==> config.mk <==
export PLATFORM = sky130hd
export DESIGN_NAME = ventilation_stage_sequencer_core_flat
export DESIGN_NICKNAME = d
export VERILOG_FILES = /design/src/rtl/vss_pkg.sv /design/src/rtl/vss_if.sv /design/src/rtl/ventilation_stage_sequencer_core.sv /design/src/rtl/vss_front.sv /design/src/rtl/vss_back.sv /design/src/flat_wrapper.sv
export VERILOG_INCLUDE_DIRS = /design/src /design/src/rtl
export SDC_FILE = /design/constraint.sdc
export NUM_CORES = 1
export LEC_CHECK = 0
export ABC_CLOCK_PERIOD_IN_PS = 18100
export BUFFER_PORTS_ARGS = -buffer_cell sky130_fd_sc_hd__buf_4
export CORE_MARGIN = 2
export CORE_UTILIZATION = 27
export CTS_CLUSTER_SIZE = 10
export DETAILED_ROUTE_END_ITERATION = 6
export PLACE_DENSITY = 0.4
export SLEW_MARGIN = 20
export SYNTH_ARGS = -nofsm -noshare
export SYNTH_HDL_FRONTEND = slang
export SYNTH_SLANG_ARGS = --single-unit
export TNS_END_PERCENT = 20
==> constraint.sdc <==
create_clock -name clock -period 18.1 [get_ports clock]
set_input_delay 2.715 -clock clock [delete_from_list [all_inputs] [get_ports clock]]
set_output_delay 2.715 -clock clock [all_outputs]
set_load 0.05 [all_outputs]
==> src/rtl/ventilation_stage_sequencer_core_assert.svh <==
// Assertion macros shared by the ventilation stage sequencer modules.
// Depends on nothing; included by the modules that carry assertions.
`ifndef VENTILATION_STAGE_SEQUENCER_CORE_ASSERT_SVH
`define VENTILATION_STAGE_SEQUENCER_CORE_ASSERT_SVH

// Same-cycle implication, disabled during reset.
`define VSS_ASSERT_HOLDS(label, clk, rst, ante, cons, msg) \
   label: assert property (@(posedge clk) disable iff (rst) (ante) |-> (cons)) \
      else $error(msg);

// Next-cycle implication, disabled during reset.
`define VSS_ASSERT_NEXT(label, clk, rst, ante, cons, msg) \
   label: assert property (@(posedge clk) disable iff (rst) (ante) |=> (cons)) \
      else $error(msg);

`endif

==> src/rtl/vss_pkg.sv <==
// Package for the ventilation stage sequencer: item types, register codes,
// reset values and the heater duty table. Depends on nothing.
package vss_pkg;

   localparam int HEATER_LEVELS = 6;
   localparam int QUEUE_DEPTH   = 2;

   localparam int TICK_W  = 15;
   localparam int TIMER_W = 16;
   localparam int CSR_IDX_W = 3;

   localparam logic [TICK_W-1:0] VALVE_OPEN_RESET   = 15'd300;
   localparam logic [TICK_W-1:0] VALVE_CLOSE_RESET  = 15'd300;
   localparam logic [TICK_W-1:0] VALVE_GUARD_RESET  = 15'd50;
   localparam logic [TICK_W-1:0] MOTOR_START_RESET  = 15'd200;
   localparam logic [TICK_W-1:0] HEATER_COOL_RESET  = 15'd4000;

   typedef enum logic [CSR_IDX_W-1:0] {
      CFG_VALVE_OPEN  = 3'd0,
      CFG_VALVE_CLOSE = 3'd1,
      CFG_VALVE_GUARD = 3'd2,
      CFG_MOTOR_START = 3'd3,
      CFG_HEATER_COOL = 3'd4
   } cfg_index_type;

   typedef enum logic {
      KIND_TICK = 1'b0,
      KIND_CMD  = 1'b1
   } item_kind_type;

   typedef struct packed {
      logic                 we;
      logic [CSR_IDX_W-1:0] index;
      logic [TICK_W-1:0]    data;
   } csr_wr_type;

   typedef struct packed {
      item_kind_type kind;
      logic [3:0]    target_stage;
      logic [2:0]    heater_level;
      logic          heater_mode;
   } queue_item_type;

   typedef struct packed {
      logic [1:0] current_stage;
      logic [3:0] target_stage;
      logic [2:0] heater_level_now;
      logic [2:0] heater_level_goal;
      logic       heater_mode_now;
      logic [7:0] remaining_time_code;
      logic       pwm_enable;
      logic [7:0] pwm_duty;
   } rsp_item_type;

   // Heater PWM compare values; indexes past the last given level repeat it.
   function automatic logic [7:0] duty_of(input logic [2:0] level);
      logic [7:0] duty;
      case (level)
         3'd0: duty = 8'd0;
         3'd1: duty = 8'd24;
         3'd2: duty = 8'd31;
         3'd3: duty = 8'd40;
         3'd4: duty = 8'd51;
         default: duty = 8'd92;
      endcase
      return duty;
   endfunction

endpackage

==> src/rtl/vss_if.sv <==
// Channel interfaces for the ventilation stage sequencer: request and status.
// Depends on nothing.
interface vss_req_if;
   logic       valid;
   logic       ready;
   logic       req_type;
   logic [3:0] cmd_target_stage;
   logic [2:0] cmd_heater_level;
   logic       cmd_heater_mode;

   modport source (output valid, req_type, cmd_target_stage, cmd_heater_level,
                   cmd_heater_mode, input ready);
   modport sink (input valid, req_type, cmd_target_stage, cmd_heater_level,
                 cmd_heater_mode, output ready);
endinterface

interface vss_rsp_if;
   logic       valid;
   logic       ready;
   logic [1:0] current_stage;
   logic [3:0] target_stage;
   logic [2:0] heater_level_now;
   logic [2:0] heater_level_goal;
   logic       heater_mode_now;
   logic [7:0] remaining_time_code;
   logic       pwm_enable;
   logic [7:0] pwm_duty;

   modport source (output valid, current_stage, target_stage, heater_level_now,
                   heater_level_goal, heater_mode_now, remaining_time_code,
                   pwm_enable, pwm_duty, input ready);
   modport sink (input valid, current_stage, target_stage, heater_level_now,
                 heater_level_goal, heater_mode_now, remaining_time_code,
                 pwm_enable, pwm_duty, output ready);
endinterface

==> src/rtl/ventilation_stage_sequencer_core.sv <==
// Top level of the ventilation stage sequencer: front queue and back executor.
// Depends on vss_pkg, vss_if, vss_front and vss_back.
//
//   channel   direction  beat contents
//   req_chan  in         tick or command: type, target stage, heater level, mode
//   rsp_chan  out        status: stages, heater levels and mode, time code, PWM
//   csr_*     in         register write: enable, index, 15-bit value
//
// A new beat is accepted each cycle while the output register drains. A request
// is held in the front queue and then goes through the back end's state update
// and output register before its status appears. A stalled status output holds
// the back end; the front queue keeps accepting until its two entries are full.
// Reset is synchronous.
module ventilation_stage_sequencer_core #(
   parameter int HEATER_LEVELS = vss_pkg::HEATER_LEVELS,
   parameter int QUEUE_DEPTH   = vss_pkg::QUEUE_DEPTH
) (
   input  logic                             clock,
   input  logic                             reset,
   vss_req_if.sink                          req_chan,
   vss_rsp_if.source                        rsp_chan,
   input  logic                             csr_we,
   input  logic [vss_pkg::CSR_IDX_W-1:0]    csr_index,
   input  logic [vss_pkg::TICK_W-1:0]       csr_wdata
);

   vss_pkg::csr_wr_type     csr;
   vss_pkg::queue_item_type q_item;
   logic                    q_valid;
   logic                    q_pop;

   assign csr.we    = csr_we;
   assign csr.index = csr_index;
   assign csr.data  = csr_wdata;

   vss_front #(
      .QUEUE_DEPTH(QUEUE_DEPTH)
   ) u_front (
      .clock  (clock),
      .reset  (reset),
      .req    (req_chan),
      .q_valid(q_valid),
      .q_item (q_item),
      .q_pop  (q_pop)
   );

   vss_back #(
      .HEATER_LEVELS(HEATER_LEVELS)
   ) u_back (
      .clock  (clock),
      .reset  (reset),
      .csr    (csr),
      .q_valid(q_valid),
      .q_item (q_item),
      .q_pop  (q_pop),
      .rsp    (rsp_chan)
   );

endmodule

==> src/rtl/vss_front.sv <==
// Front end of the sequencer: accepts request beats, classifies them and
// queues them for the back end. Depends on vss_pkg, vss_if and the assert header.
`include "ventilation_stage_sequencer_core_assert.svh"

module vss_front #(
   parameter int QUEUE_DEPTH = vss_pkg::QUEUE_DEPTH
) (
   input  logic                    clock,
   input  logic                    reset,
   vss_req_if.sink                 req,
   output logic                    q_valid,
   output vss_pkg::queue_item_type q_item,
   input  logic                    q_pop
);

   localparam int PTR_W = (QUEUE_DEPTH > 1) ? $clog2(QUEUE_DEPTH) : 1;
   localparam int CNT_W = $clog2(QUEUE_DEPTH + 1);
   localparam logic [PTR_W-1:0] PTR_LAST = PTR_W'(QUEUE_DEPTH - 1);
   localparam logic [CNT_W-1:0] CNT_FULL = CNT_W'(QUEUE_DEPTH);

   vss_pkg::queue_item_type slot_ff [QUEUE_DEPTH];
   vss_pkg::queue_item_type new_item;
   logic [PTR_W-1:0] wr_ptr_ff, wr_ptr_in;
   logic [PTR_W-1:0] rd_ptr_ff, rd_ptr_in;
   logic [CNT_W-1:0] count_ff, count_in;
   logic             push;

   assign req.ready = (count_ff != CNT_FULL);
   assign push      = req.valid && req.ready;
   assign q_valid   = (count_ff != '0);
   assign q_item    = slot_ff[rd_ptr_ff];

   always_comb begin
      new_item.kind         = req.req_type ? vss_pkg::KIND_CMD : vss_pkg::KIND_TICK;
      new_item.target_stage = req.cmd_target_stage;
      new_item.heater_level = req.cmd_heater_level;
      new_item.heater_mode  = req.cmd_heater_mode;
   end

   always_comb begin
      wr_ptr_in = wr_ptr_ff;
      rd_ptr_in = rd_ptr_ff;
      count_in  = count_ff;
      if (push) begin
         wr_ptr_in = (wr_ptr_ff == PTR_LAST) ? '0 : wr_ptr_ff + 1'b1;
      end
      if (q_pop) begin
         rd_ptr_in = (rd_ptr_ff == PTR_LAST) ? '0 : rd_ptr_ff + 1'b1;
      end
      case ({push, q_pop})
         2'b10:   count_in = count_ff + 1'b1;
         2'b01:   count_in = count_ff - 1'b1;
         default: count_in = count_ff;
      endcase
   end

   always_ff @(posedge clock) begin
      if (reset) begin
         wr_ptr_ff <= '0;
         rd_ptr_ff <= '0;
         count_ff  <= '0;
      end else begin
         wr_ptr_ff <= wr_ptr_in;
         rd_ptr_ff <= rd_ptr_in;
         count_ff  <= count_in;
      end
   end

   always_ff @(posedge clock) begin
      if (push) begin
         slot_ff[wr_ptr_ff] <= new_item;
      end
   end

   `VSS_ASSERT_HOLDS(a_count_bound, clock, reset, 1'b1, count_ff <= CNT_FULL, "queue overfilled")
   `VSS_ASSERT_HOLDS(a_pop_nonempty, clock, reset, q_pop, count_ff != '0, "pop from empty queue")
   `VSS_ASSERT_NEXT(a_push_counts, clock, reset, push && !q_pop, count_ff == $past(count_ff) + 1'b1, "push lost")

endmodule

==> src/rtl/vss_back.sv <==
// Back end of the sequencer: holds the registers and stage state, executes
// queued beats and drives the status output register. Depends on vss_pkg,
// vss_if and the assert header.
`include "ventilation_stage_sequencer_core_assert.svh"

module vss_back #(
   parameter int HEATER_LEVELS = vss_pkg::HEATER_LEVELS
) (
   input  logic                    clock,
   input  logic                    reset,
   input  vss_pkg::csr_wr_type     csr,
   input  logic                    q_valid,
   input  vss_pkg::queue_item_type q_item,
   output logic                    q_pop,
   vss_rsp_if.source               rsp
);

   localparam logic [2:0] LEVEL_MAX = 3'(HEATER_LEVELS - 1);

   typedef enum logic [1:0] {
      S1 = 2'd0,
      S2 = 2'd1,
      S3 = 2'd2,
      S4 = 2'd3
   } stage_type;

   logic [vss_pkg::TICK_W-1:0] valve_open_ff, valve_close_ff, valve_guard_ff;
   logic [vss_pkg::TICK_W-1:0] motor_start_ff, heater_cool_ff;

   stage_type  stage_ff, stage_in;
   logic [3:0] goal_ff, goal_in;
   logic [3:0] goal_seen_ff, goal_seen_in;
   logic [vss_pkg::TIMER_W-1:0] up_ff, up_in;
   logic [vss_pkg::TIMER_W-1:0] down_ff, down_in;
   logic [2:0] applied_ff, applied_in;
   logic [2:0] requested_ff, requested_in;
   logic       auto_ff, auto_in;
   logic       pwm_on_ff, pwm_on_in;
   logic [7:0] pwm_value_ff, pwm_value_in;

   logic                  rsp_valid_ff, rsp_valid_in;
   vss_pkg::rsp_item_type rsp_ff, rsp_in;

   logic       changed;
   logic [2:0] level_k;
   logic [7:0] tp, tm;
   logic [7:0] code;

   function automatic logic [vss_pkg::TIMER_W-1:0] reversal(
      input logic [vss_pkg::TICK_W-1:0]  full,
      input logic [vss_pkg::TIMER_W-1:0] other,
      input logic [vss_pkg::TICK_W-1:0]  guard
   );
      logic signed [17:0] v;
      logic [vss_pkg::TIMER_W-1:0] r;
      v = $signed({3'b000, full}) + $signed({3'b000, guard}) - $signed({2'b00, other});
      if (v < 0) begin
         r = '0;
      end else if (v > $signed({3'b000, full})) begin
         r = {1'b0, full};
      end else begin
         r = v[vss_pkg::TIMER_W-1:0];
      end
      return r;
   endfunction

   assign q_pop = q_valid && (!rsp_valid_ff || rsp.ready);

   always_comb begin
      stage_in     = stage_ff;
      goal_in      = goal_ff;
      goal_seen_in = goal_seen_ff;
      up_in        = up_ff;
      down_in      = down_ff;
      applied_in   = applied_ff;
      requested_in = requested_ff;
      auto_in      = auto_ff;
      pwm_on_in    = pwm_on_ff;
      pwm_value_in = pwm_value_ff;
      changed      = 1'b0;
      level_k      = (requested_ff > LEVEL_MAX) ? LEVEL_MAX : requested_ff;

      if (q_pop && q_item.kind == vss_pkg::KIND_CMD) begin
         goal_seen_in = goal_ff;
         goal_in      = q_item.target_stage;
         requested_in = q_item.heater_level;
         auto_in      = q_item.heater_mode;
      end else if (q_pop) begin
         if (!auto_ff && applied_ff != requested_ff) begin
            if (level_k == 3'd0) begin
               pwm_on_in = 1'b0;
            end else begin
               pwm_on_in    = 1'b1;
               pwm_value_in = vss_pkg::duty_of(level_k);
            end
            applied_in = requested_ff;
            changed    = 1'b1;
         end
         if (up_ff != '0) begin
            up_in = up_ff - 1'b1;
            if (up_in == '0) changed = 1'b1;
         end
         if (down_ff != '0) begin
            down_in = down_ff - 1'b1;
            if (down_in == '0) changed = 1'b1;
         end
         if (goal_seen_ff != goal_ff) changed = 1'b1;
         goal_seen_in = goal_ff;

         if ({2'b00, stage_ff} < goal_ff) begin
            case (stage_ff)
               S1: begin
                  stage_in = S2;
                  up_in    = reversal(valve_open_ff, down_in, valve_guard_ff);
                  down_in  = '0;
               end
               S2: begin
                  if (up_in == '0) begin
                     stage_in = S3;
                     up_in    = {1'b0, motor_start_ff};
                     down_in  = '0;
                  end
               end
               S3: begin
                  if (up_in == '0) begin
                     stage_in = S4;
                     down_in  = '0;
                  end
               end
               default: begin
                  goal_in = {2'b00, stage_ff};
               end
            endcase
         end else if ({2'b00, stage_ff} > goal_ff) begin
            case (stage_ff)
               S4: begin
                  auto_in      = 1'b0;
                  requested_in = '0;
                  pwm_on_in    = 1'b0;
                  applied_in   = '0;
                  stage_in     = S3;
                  down_in      = {1'b0, heater_cool_ff};
                  up_in        = '0;
               end
               S3: begin
                  if (down_in == '0) stage_in = S2;
               end
               S2: begin
                  stage_in = S1;
                  down_in  = reversal(valve_close_ff, up_in, valve_guard_ff);
                  up_in    = '0;
               end
               default: begin
                  stage_in = stage_ff;
               end
            endcase
         end
         if (stage_in != stage_ff) changed = 1'b1;
      end

      tp = up_in[15:8];
      tm = down_in[15:8];
      if (tm > tp) begin
         code = tm + {7'b0, down_in != '0};
      end else begin
         code = tp + {7'b0, up_in != '0};
      end

      rsp_in.current_stage       = stage_in;
      rsp_in.target_stage        = goal_in;
      rsp_in.heater_level_now    = applied_in;
      rsp_in.heater_level_goal   = requested_in;
      rsp_in.heater_mode_now     = auto_in;
      rsp_in.remaining_time_code = code;
      rsp_in.pwm_enable          = pwm_on_in;
      rsp_in.pwm_duty            = pwm_value_in;

      if (q_pop && q_item.kind == vss_pkg::KIND_TICK && changed) begin
         rsp_valid_in = 1'b1;
      end else if (rsp.ready) begin
         rsp_valid_in = 1'b0;
      end else begin
         rsp_valid_in = rsp_valid_ff;
      end
   end

   always_ff @(posedge clock) begin
      if (reset) begin
         valve_open_ff  <= vss_pkg::VALVE_OPEN_RESET;
         valve_close_ff <= vss_pkg::VALVE_CLOSE_RESET;
         valve_guard_ff <= vss_pkg::VALVE_GUARD_RESET;
         motor_start_ff <= vss_pkg::MOTOR_START_RESET;
         heater_cool_ff <= vss_pkg::HEATER_COOL_RESET;
         stage_ff       <= S1;
         goal_ff        <= '0;
         goal_seen_ff   <= '0;
         up_ff          <= '0;
         down_ff        <= {1'b0, vss_pkg::VALVE_CLOSE_RESET};
         applied_ff     <= '0;
         requested_ff   <= '0;
         auto_ff        <= 1'b0;
         pwm_on_ff      <= 1'b0;
         pwm_value_ff   <= '0;
         rsp_valid_ff   <= 1'b0;
      end else begin
         if (csr.we) begin
            case (vss_pkg::cfg_index_type'(csr.index))
               vss_pkg::CFG_VALVE_OPEN:  valve_open_ff  <= csr.data;
               vss_pkg::CFG_VALVE_CLOSE: valve_close_ff <= csr.data;
               vss_pkg::CFG_VALVE_GUARD: valve_guard_ff <= csr.data;
               vss_pkg::CFG_MOTOR_START: motor_start_ff <= csr.data;
               vss_pkg::CFG_HEATER_COOL: heater_cool_ff <= csr.data;
               default: begin
               end
            endcase
         end
         stage_ff     <= stage_in;
         goal_ff      <= goal_in;
         goal_seen_ff <= goal_seen_in;
         up_ff        <= up_in;
         down_ff      <= down_in;
         applied_ff   <= applied_in;
         requested_ff <= requested_in;
         auto_ff      <= auto_in;
         pwm_on_ff    <= pwm_on_in;
         pwm_value_ff <= pwm_value_in;
         rsp_valid_ff <= rsp_valid_in;
      end
      if (rsp_valid_in && !(rsp_valid_ff && !rsp.ready)) begin
         rsp_ff <= rsp_in;
      end
   end

   assign rsp.valid               = rsp_valid_ff;
   assign rsp.current_stage       = rsp_ff.current_stage;
   assign rsp.target_stage        = rsp_ff.target_stage;
   assign rsp.heater_level_now    = rsp_ff.heater_level_now;
   assign rsp.heater_level_goal   = rsp_ff.heater_level_goal;
   assign rsp.heater_mode_now     = rsp_ff.heater_mode_now;
   assign rsp.remaining_time_code = rsp_ff.remaining_time_code;
   assign rsp.pwm_enable          = rsp_ff.pwm_enable;
   assign rsp.pwm_duty            = rsp_ff.pwm_duty;

   `VSS_ASSERT_HOLDS(a_single_step, clock, reset, stage_in != stage_ff, (stage_in == stage_ff + 2'd1) || (stage_in + 2'd1 == stage_ff), "stage moved by more than one")
   `VSS_ASSERT_HOLDS(a_timer_range, clock, reset, 1'b1, !up_ff[15] && !down_ff[15], "timer above full time")
   `VSS_ASSERT_NEXT(a_heater_off, clock, reset, stage_ff == S4 && stage_in == S3, !pwm_on_ff && applied_ff == '0, "heater left on after leaving heater stage")

endmodule

==> src/flat_wrapper.sv <==
// flat-port wrapper written by rule: the top's interface ports become plain ports
module ventilation_stage_sequencer_core_flat 
#(
   parameter int HEATER_LEVELS = vss_pkg::HEATER_LEVELS,
   parameter int QUEUE_DEPTH   = vss_pkg::QUEUE_DEPTH
)
  (clock, reset, csr_we, csr_index, csr_wdata, req_chan_valid, req_chan_req_type, req_chan_cmd_target_stage, req_chan_cmd_heater_level, req_chan_cmd_heater_mode, req_chan_ready, rsp_chan_valid, rsp_chan_current_stage, rsp_chan_target_stage, rsp_chan_heater_level_now, rsp_chan_heater_level_goal, rsp_chan_heater_mode_now, rsp_chan_remaining_time_code, rsp_chan_pwm_enable, rsp_chan_pwm_duty, rsp_chan_ready);
  vss_req_if req_chan_i ();
  vss_rsp_if rsp_chan_i ();
  input  logic clock;
  input  logic reset;
  input  logic csr_we;
  input  logic [vss_pkg::CSR_IDX_W-1:0] csr_index;
  input  logic [vss_pkg::TICK_W-1:0] csr_wdata;
  input wire logic [$bits(req_chan_i.valid)-1:0] req_chan_valid;
  input wire logic [$bits(req_chan_i.req_type)-1:0] req_chan_req_type;
  input wire logic [$bits(req_chan_i.cmd_target_stage)-1:0] req_chan_cmd_target_stage;
  input wire logic [$bits(req_chan_i.cmd_heater_level)-1:0] req_chan_cmd_heater_level;
  input wire logic [$bits(req_chan_i.cmd_heater_mode)-1:0] req_chan_cmd_heater_mode;
  output wire logic [$bits(req_chan_i.ready)-1:0] req_chan_ready;
  output wire logic [$bits(rsp_chan_i.valid)-1:0] rsp_chan_valid;
  output wire logic [$bits(rsp_chan_i.current_stage)-1:0] rsp_chan_current_stage;
  output wire logic [$bits(rsp_chan_i.target_stage)-1:0] rsp_chan_target_stage;
  output wire logic [$bits(rsp_chan_i.heater_level_now)-1:0] rsp_chan_heater_level_now;
  output wire logic [$bits(rsp_chan_i.heater_level_goal)-1:0] rsp_chan_heater_level_goal;
  output wire logic [$bits(rsp_chan_i.heater_mode_now)-1:0] rsp_chan_heater_mode_now;
  output wire logic [$bits(rsp_chan_i.remaining_time_code)-1:0] rsp_chan_remaining_time_code;
  output wire logic [$bits(rsp_chan_i.pwm_enable)-1:0] rsp_chan_pwm_enable;
  output wire logic [$bits(rsp_chan_i.pwm_duty)-1:0] rsp_chan_pwm_duty;
  input wire logic [$bits(rsp_chan_i.ready)-1:0] rsp_chan_ready;
  assign req_chan_i.valid = req_chan_valid;
  assign req_chan_i.req_type = req_chan_req_type;
  assign req_chan_i.cmd_target_stage = req_chan_cmd_target_stage;
  assign req_chan_i.cmd_heater_level = req_chan_cmd_heater_level;
  assign req_chan_i.cmd_heater_mode = req_chan_cmd_heater_mode;
  assign req_chan_ready = req_chan_i.ready;
  assign rsp_chan_valid = rsp_chan_i.valid;
  assign rsp_chan_current_stage = rsp_chan_i.current_stage;
  assign rsp_chan_target_stage = rsp_chan_i.target_stage;
  assign rsp_chan_heater_level_now = rsp_chan_i.heater_level_now;
  assign rsp_chan_heater_level_goal = rsp_chan_i.heater_level_goal;
  assign rsp_chan_heater_mode_now = rsp_chan_i.heater_mode_now;
  assign rsp_chan_remaining_time_code = rsp_chan_i.remaining_time_code;
  assign rsp_chan_pwm_enable = rsp_chan_i.pwm_enable;
  assign rsp_chan_pwm_duty = rsp_chan_i.pwm_duty;
  assign rsp_chan_i.ready = rsp_chan_ready;
  ventilation_stage_sequencer_core #(.HEATER_LEVELS(HEATER_LEVELS), .QUEUE_DEPTH(QUEUE_DEPTH)) u_core (.clock(clock), .reset(reset), .req_chan(req_chan_i), .rsp_chan(rsp_chan_i), .csr_we(csr_we), .csr_index(csr_index), .csr_wdata(csr_wdata));
endmodule
# After elaboration in Yosys (flattened, before gate mapping)
# Memory sizes are Yosys's and may differ from the RTL's. A register that Yosys moved wholly into a read port is not among the register bits.
# Cells that the tools add are included.
# op_classes
magnitude_cmp	8
mul	0
shift	0
n_div	0
n_addsub	12
mux	90
n_reduce_logical	35
eq_ne	17
n_bitwise	1
# op_table
cell	count
16-bit two-way mux	21
16-bit case mux with 2 select lines	3
16-bit logical NOT	4
16-bit nonzero test	4
8-bit two-way mux	5
3-bit two-way mux	12
17-bit by 16-bit greater-than comparator with 1-bit output	2
17-bit by 1-bit < comparator with 1-bit output (second input constant)	2
16-bit by 16-bit subtractor with 17-bit output	2
15-bit by 15-bit adder with 16-bit output	2
16-bit by 1-bit subtractor with 16-bit output (second input constant)	2
1-bit two-way mux	30
7-bit case mux with 4 select lines	1
4-bit two-way mux	6
2-bit two-way mux	9
8-bit by 1-bit adder with 8-bit output	2
3-bit by 2-bit equality test with 1-bit output (second input constant)	4
2-bit case mux with 3 select lines	2
2-bit AND reduction	5
8-bit greater-than comparator	1
1-bit logical AND	8
2-bit equality test (second input constant)	3
3-bit by 1-bit equality test with 1-bit output (second input constant)	2
3-bit equality test (second input constant)	2
other kinds (20)	29
# totals
latch_bits	0
inputBits	32
mem_bits_rw	18
mem_count	1
word_cells	191
regBits	168
rom_bits	0
# memory_table
name	depth	width	rd	rd_clocked_by_memory_dff	write_ports	line_no	rtl
u_core.u_front.slot_ff	2	9	1	1	1	vss_front.sv:21	vss_pkg::queue_item_type slot_ff [QUEUE_DEPTH];

# Depth between registers and ports, before layout
# logic_depth
depth_word	19
ltp_mapped	41
mapped_depth_nobuf	39

# By module
# Synthesis repeated with hierarchy kept, for this count alone.
# unflattened
cells_unflattened	1594
area_unflattened_um2	13369.1
# modules_own_cells
module	n_inst	seq_area_each_um2	area_per_inst_um2	cells_per_inst
vss_back	1	3583.4	12504.5	1543
vss_front	1	640.6	864.6	51

# Worst setup path after synthesis
# Ideal clock, no wire load.
# synth_timing
path_type	register to register
from	reg u_core.u_back.up_ff[1] (netlist name)
to	reg u_core.u_back.rsp_ff (netlist bit u_core.u_back.rsp.remaining_time_code[7]) (data pin)
arrival_ns	7.973
n_path_buf	3
path_slack_ns	9.844
stages_incl_launch_ff	38
setup_ns	0.283
cell_sequence	dfxtp_1 > clkbuf_1 > inv_1 > ha_1 > nor3b_4 > nand3_1 > or2_2 > clkbuf_1 > o21ai_0 > fa_1 > inv_1 > fa_1 > nor2b_1 > o2111ai_1 > nor4b_1 > o21ai_0 > and2_1 > o211ai_1 > [... 2 more ...] > a2111oi_0 > o22ai_1 > and2_1 > clkbuf_1 > o21ai_0 > a2bb2oi_1 > o21ai_0 > a22o_1 > inv_1 > ha_1 > nor3b_2 > nand4_1 > or4_1 > ha_1 > and4b_1 > nand4_1 > xnor2_1 > mux2i_1
# synth_via
elab_chain_len	16
elab_cells_between_ends	31
cone_classes	add/sub: 4; order compare: 3; mux: 20; reduce/logical: 4
# synth_rtl
item	line_no	rtl
from (decl)	vss_back.sv:33	logic [vss_pkg::TIMER_W-1:0] up_ff, up_in;
from (signal assigned)	vss_back.sv:220	up_ff <= up_in;
16-bit by 1-bit subtractor with 16-bit output / 16-bit nonzero test (equally long branches)	vss_back.sv:100, vss_back.sv:99	
16-bit two-way mux *	vss_back.sv:99	if (up_ff != '0) begin
16-bit two-way mux *	vss_back.sv:88	end else if (q_pop) begin
16-bit two-way mux *	vss_back.sv:83	if (q_pop && q_item.kind == vss_pkg::KIND_CMD) begin
16-bit by 16-bit subtractor with 17-bit output	vss_back.sv:56	v = $signed({3'b000, full}) + $signed({3'b000, guard}) - $signed({2'b00, other});
17-bit by 16-bit greater-than comparator with 1-bit output	vss_back.sv:59	end else if (v > $signed({3'b000, full})) begin
16-bit two-way mux	vss_back.sv:59	
16-bit two-way mux	vss_back.sv:57	if (v < 0) begin
[... 2 more ...]	n/a	
16-bit two-way mux *	vss_back.sv:110	if ({2'b00, stage_ff} < goal_ff) begin
16-bit two-way mux *	vss_back.sv:88	
16-bit two-way mux *	vss_back.sv:83	
named net u_core.u_back.down_in, one bit	vss_back.sv:34	logic [vss_pkg::TIMER_W-1:0] down_ff, down_in;
16-bit nonzero test	vss_back.sv:164	code = tm + {7'b0, down_in != '0};
8-bit by 1-bit adder with 8-bit output	vss_back.sv:164	
8-bit two-way mux *	vss_back.sv:163	if (tm > tp) begin
named net u_core.u_back.code[7]	vss_back.sv:47	logic [7:0] code;
to (signal assigned)	vss_back.sv:230	rsp_ff <= rsp_in;
to (decl)	vss_back.sv:42	vss_pkg::rsp_item_type rsp_ff, rsp_in;
# Mark *: on every way through the listed nets, which the timed path passes. The rest lies on a longest branch. The select of a mux whose other input is x is not followed.
# A chain may end at the register's enable or synchronous reset.

# Worst setup path after layout
# layout_timing
from	reg u_core.u_back.up_ff[0] (netlist name)
to	reg u_core.u_back.rsp_ff (netlist bit u_core.u_back.rsp.remaining_time_code[5]) (data pin)
# The elaborated chain is that of the path after synthesis.

==> results.md <==
* Run status: finished clean
* Die width at 226 um
* CP peak stage delay at 0.78 ns
* Max-slew violations at 0
* Vias in the first global route at 11400
* Diodes inserted at 0
* WP data required at 18.31 ns
* CTS resizes at 0
* Initial antenna violation count at 1
* WP data arrival at 11.24 ns
* Largest net degree at the start of global routing at 80
* Routability cong. at 0.914
* IO Port Bufs at 63
* Post-route insts no fill at 2287
* Core Region at 48700 um^2
* Minimum clock period at 11.04 ns
* Fillers at 5189
* Total congestion overflow at 0
* RSZ-0062 raised after global routing: no
* DR iter-0 viols at 944
* Delay-heaviest family, CP: simple AND/OR/NAND/NOR gates
* Post-synth top flop: dfxtp_1
* Mapped Cells at 1594
* WS Path Type: register to register
* Clk sinks at 187
* CTS Buffer Depth at 2
* DRC at 0
* H-tree Lvls at 4
* First-pass GRT wire length at 75200 um
* CTS Buf Count at 17
* Post-Syn Nets at 1744
* Total setup buffers inserted after CTS at 0
* Fraction of layout instances using a drive strength above 1 at 0.0992
* Dpl cells at 2254
* WL/cell at 22.0 um
* CP endpoint kind: register
* Worst skew pair latency at 0.49 ns
* Worst rel slew slack at 0.292
* Die Y at 226 um
* Startpoint types: register
* Post-Syn Area at 13300 um^2
* Hold Crit Class: register to register
* Ports at 64
* Post-Layout Inst Area at 15000 um^2
* Synth Area per Inst at 8.33 um^2
* Routed vias/inst at 5.17
* Ys async rst share at 0
* Clock Skew at 0.0165 ns
* Worst Tran Pin Value at 1.03 ns
* Final HPWL from detailed placement at 39500 um
* Final WL at 50400 um
* Clock transition at path regs at 0.08 ns
* Setup TNS at 0 ns
* Critical Path Slowest Stage Cell: nor4b_1
* Number of flops mapped to enable cells by yosys at 48
* Crit-path max FO at 9
* Yosys warnings at 0
* Area after DPL at 14400 um^2
* Most used cell, CP: ha_1
* Final period util at 0.610
* Root Driver: clkbuf_16
* GRT Total Usage at 0.202
* Final setup violation count at 0
* Synth unique cells at 92
* ANT nets after route at 0
* Die ar. at 51000 um^2
* Area growth syn-to-layout at 13.2%
* Pre-Repair DR Iteration Count at 5
* Vias post-DR at 11800
* Row cnt at 81
* TritonCTS clock tree: yes
* Commonest non-fill, non-tap cells in the layout: nand2_1, dfxtp_1, a21oi_1
* Final Hold Viols at 0
* Cts hold-fix bufs at 0
* Seq cells post-synth at 187
* Nets at 1760
* CP bufs+invs at 3
* Peak Freq at 90.6 MHz
* Seq/Total Area, Yosys at 0.318
* Initial Utilization at 0.272
* Most common cell after layout, fill and taps aside: nand2_1
* MaxCap Viol Count at 0
[worst paths after layout]
| check | start | to | slack, ns | cells after the start |
|---|---|---|---|---|
| hold reg to reg | u_core.u_back.valve_guard_ff[8]$_SDFFE_PP0P_ | u_core.u_back.valve_guard_ff[8]$_SDFFE_PP0P_ | 0.46 | 2 |
| setup reg to reg | u_core.u_back.up_ff[0]$_SDFF_PP0_ | u_core.u_back.rsp.remaining_time_code[5]$_DFFE_PP_ | 7.06 | 33 |
| hold / removal | u_core.u_back.valve_guard_ff[8]$_SDFFE_PP0P_ | u_core.u_back.valve_guard_ff[8]$_SDFFE_PP0P_ | 0.46 | 2 |
| setup / recovery | u_core.u_back.up_ff[0]$_SDFF_PP0_ | u_core.u_back.rsp.remaining_time_code[5]$_DFFE_PP_ | 7.06 | 33 |
[metal layers]
metal	track usage	routed length [um]	vias to the layer above
met5	0	0	-
met4	0.0521	839	0
met3	0.0336	2190	45
met2	0.319	23000	276
met1	0.284	24400	5783
li1	-	-	5719
[synthesized netlist by cell type, drive strengths merged, types with 19 or more instances]
cell    instances  area (um^2)
nand2         236          886
a21oi         139          703
dfxtp         139         2780
nor2          126          475
inv            92          345
ha             90         1130
o21ai          88          440
clkbuf         60          225
edfxtp         48         1440
xnor2          42          368
mux2i          38          380
nor2b          38          238
nor3           31          160
fa             28          561
nand3          25          130
xor2           24          210
a21o           21          158
nand4          19          119
[flip-flops by register name (all words and copies together) (netlist names), 2 cells and up, named ones only]
name                                   flops
u_core.u_back.up_ff                       16
u_core.u_front.slot_ff                    18
u_core.u_back.rsp.current_stage            2
u_core.u_back.rsp.remaining_time_code      8
u_core.u_front.count_ff                    2
u_core.u_back.valve_open_ff               15
u_core.u_back.requested_ff                 3
u_core.u_back.applied_ff                   3
u_core.u_back.rsp.target_stage             4
u_core.u_back.heater_cool_ff              15
u_core.u_back.rsp.heater_level_now         3
u_core.u_back.down_ff                     16
u_core.u_back.rsp.pwm_duty                 8
u_core.u_back.pwm_value_ff                 8
u_core.u_back.valve_guard_ff              15
u_core.u_back.goal_seen_ff                 4
u_core.u_back.goal_ff                      4
u_core.u_back.stage_ff                     2
u_core.u_back.valve_close_ff              15
u_core.u_back.rsp.heater_level_goal        3
u_core.u_back.motor_start_ff              15
[logic make-up (layout without fill, tap and decap cells)]
family,after synthesis,after routing,synth area share
AO/OA/AOI/OAI,413,413,0.203
XOR/XNOR,66,66,0.0435
adder cells (fa/ha/maj),118,118,0.127
buffers and inverters,169,198,0.0499
flip-flops,187,187,0.318
multiplexers,49,49,0.0380
AND/OR/NAND/NOR,592,592,0.220
[through the flow]
step	setup slack (ns)	hold WS, ns	util
floorplan	9.84	0.436	-
global placement	7.20	0.447	0.295
detailed placement	7.38	0.453	0.295
CTS	7.34	0.464	0.308
global route	6.59	0.484	0.308
finish	7.06	0.461	0.308
[area by class of cell]
class | instances | area [um^2] | share of cell area
timing repair buffer | 74 | 576 | 0.0383
clock buffer | 17 | 425 | 0.0283
tap | 664 | 831 | 0.0553
sequential | 187 | 4220 | 0.281
clock inverter | 15 | 221 | 0.0147
inverter | 92 | 345 | 0.0230
multi-input combinational | 1238 | 8410 | 0.559
[tightest hold or removal path: stages, from the launching register on]
cell and delay [ns]:
dfxtp_1 0.31, nand2_1 0.05, a21oi_1 0.05
Power is left out: the tool's default activity adds up to more than one toggle a clock period on the data nets, which glitch-free logic cannot reach.
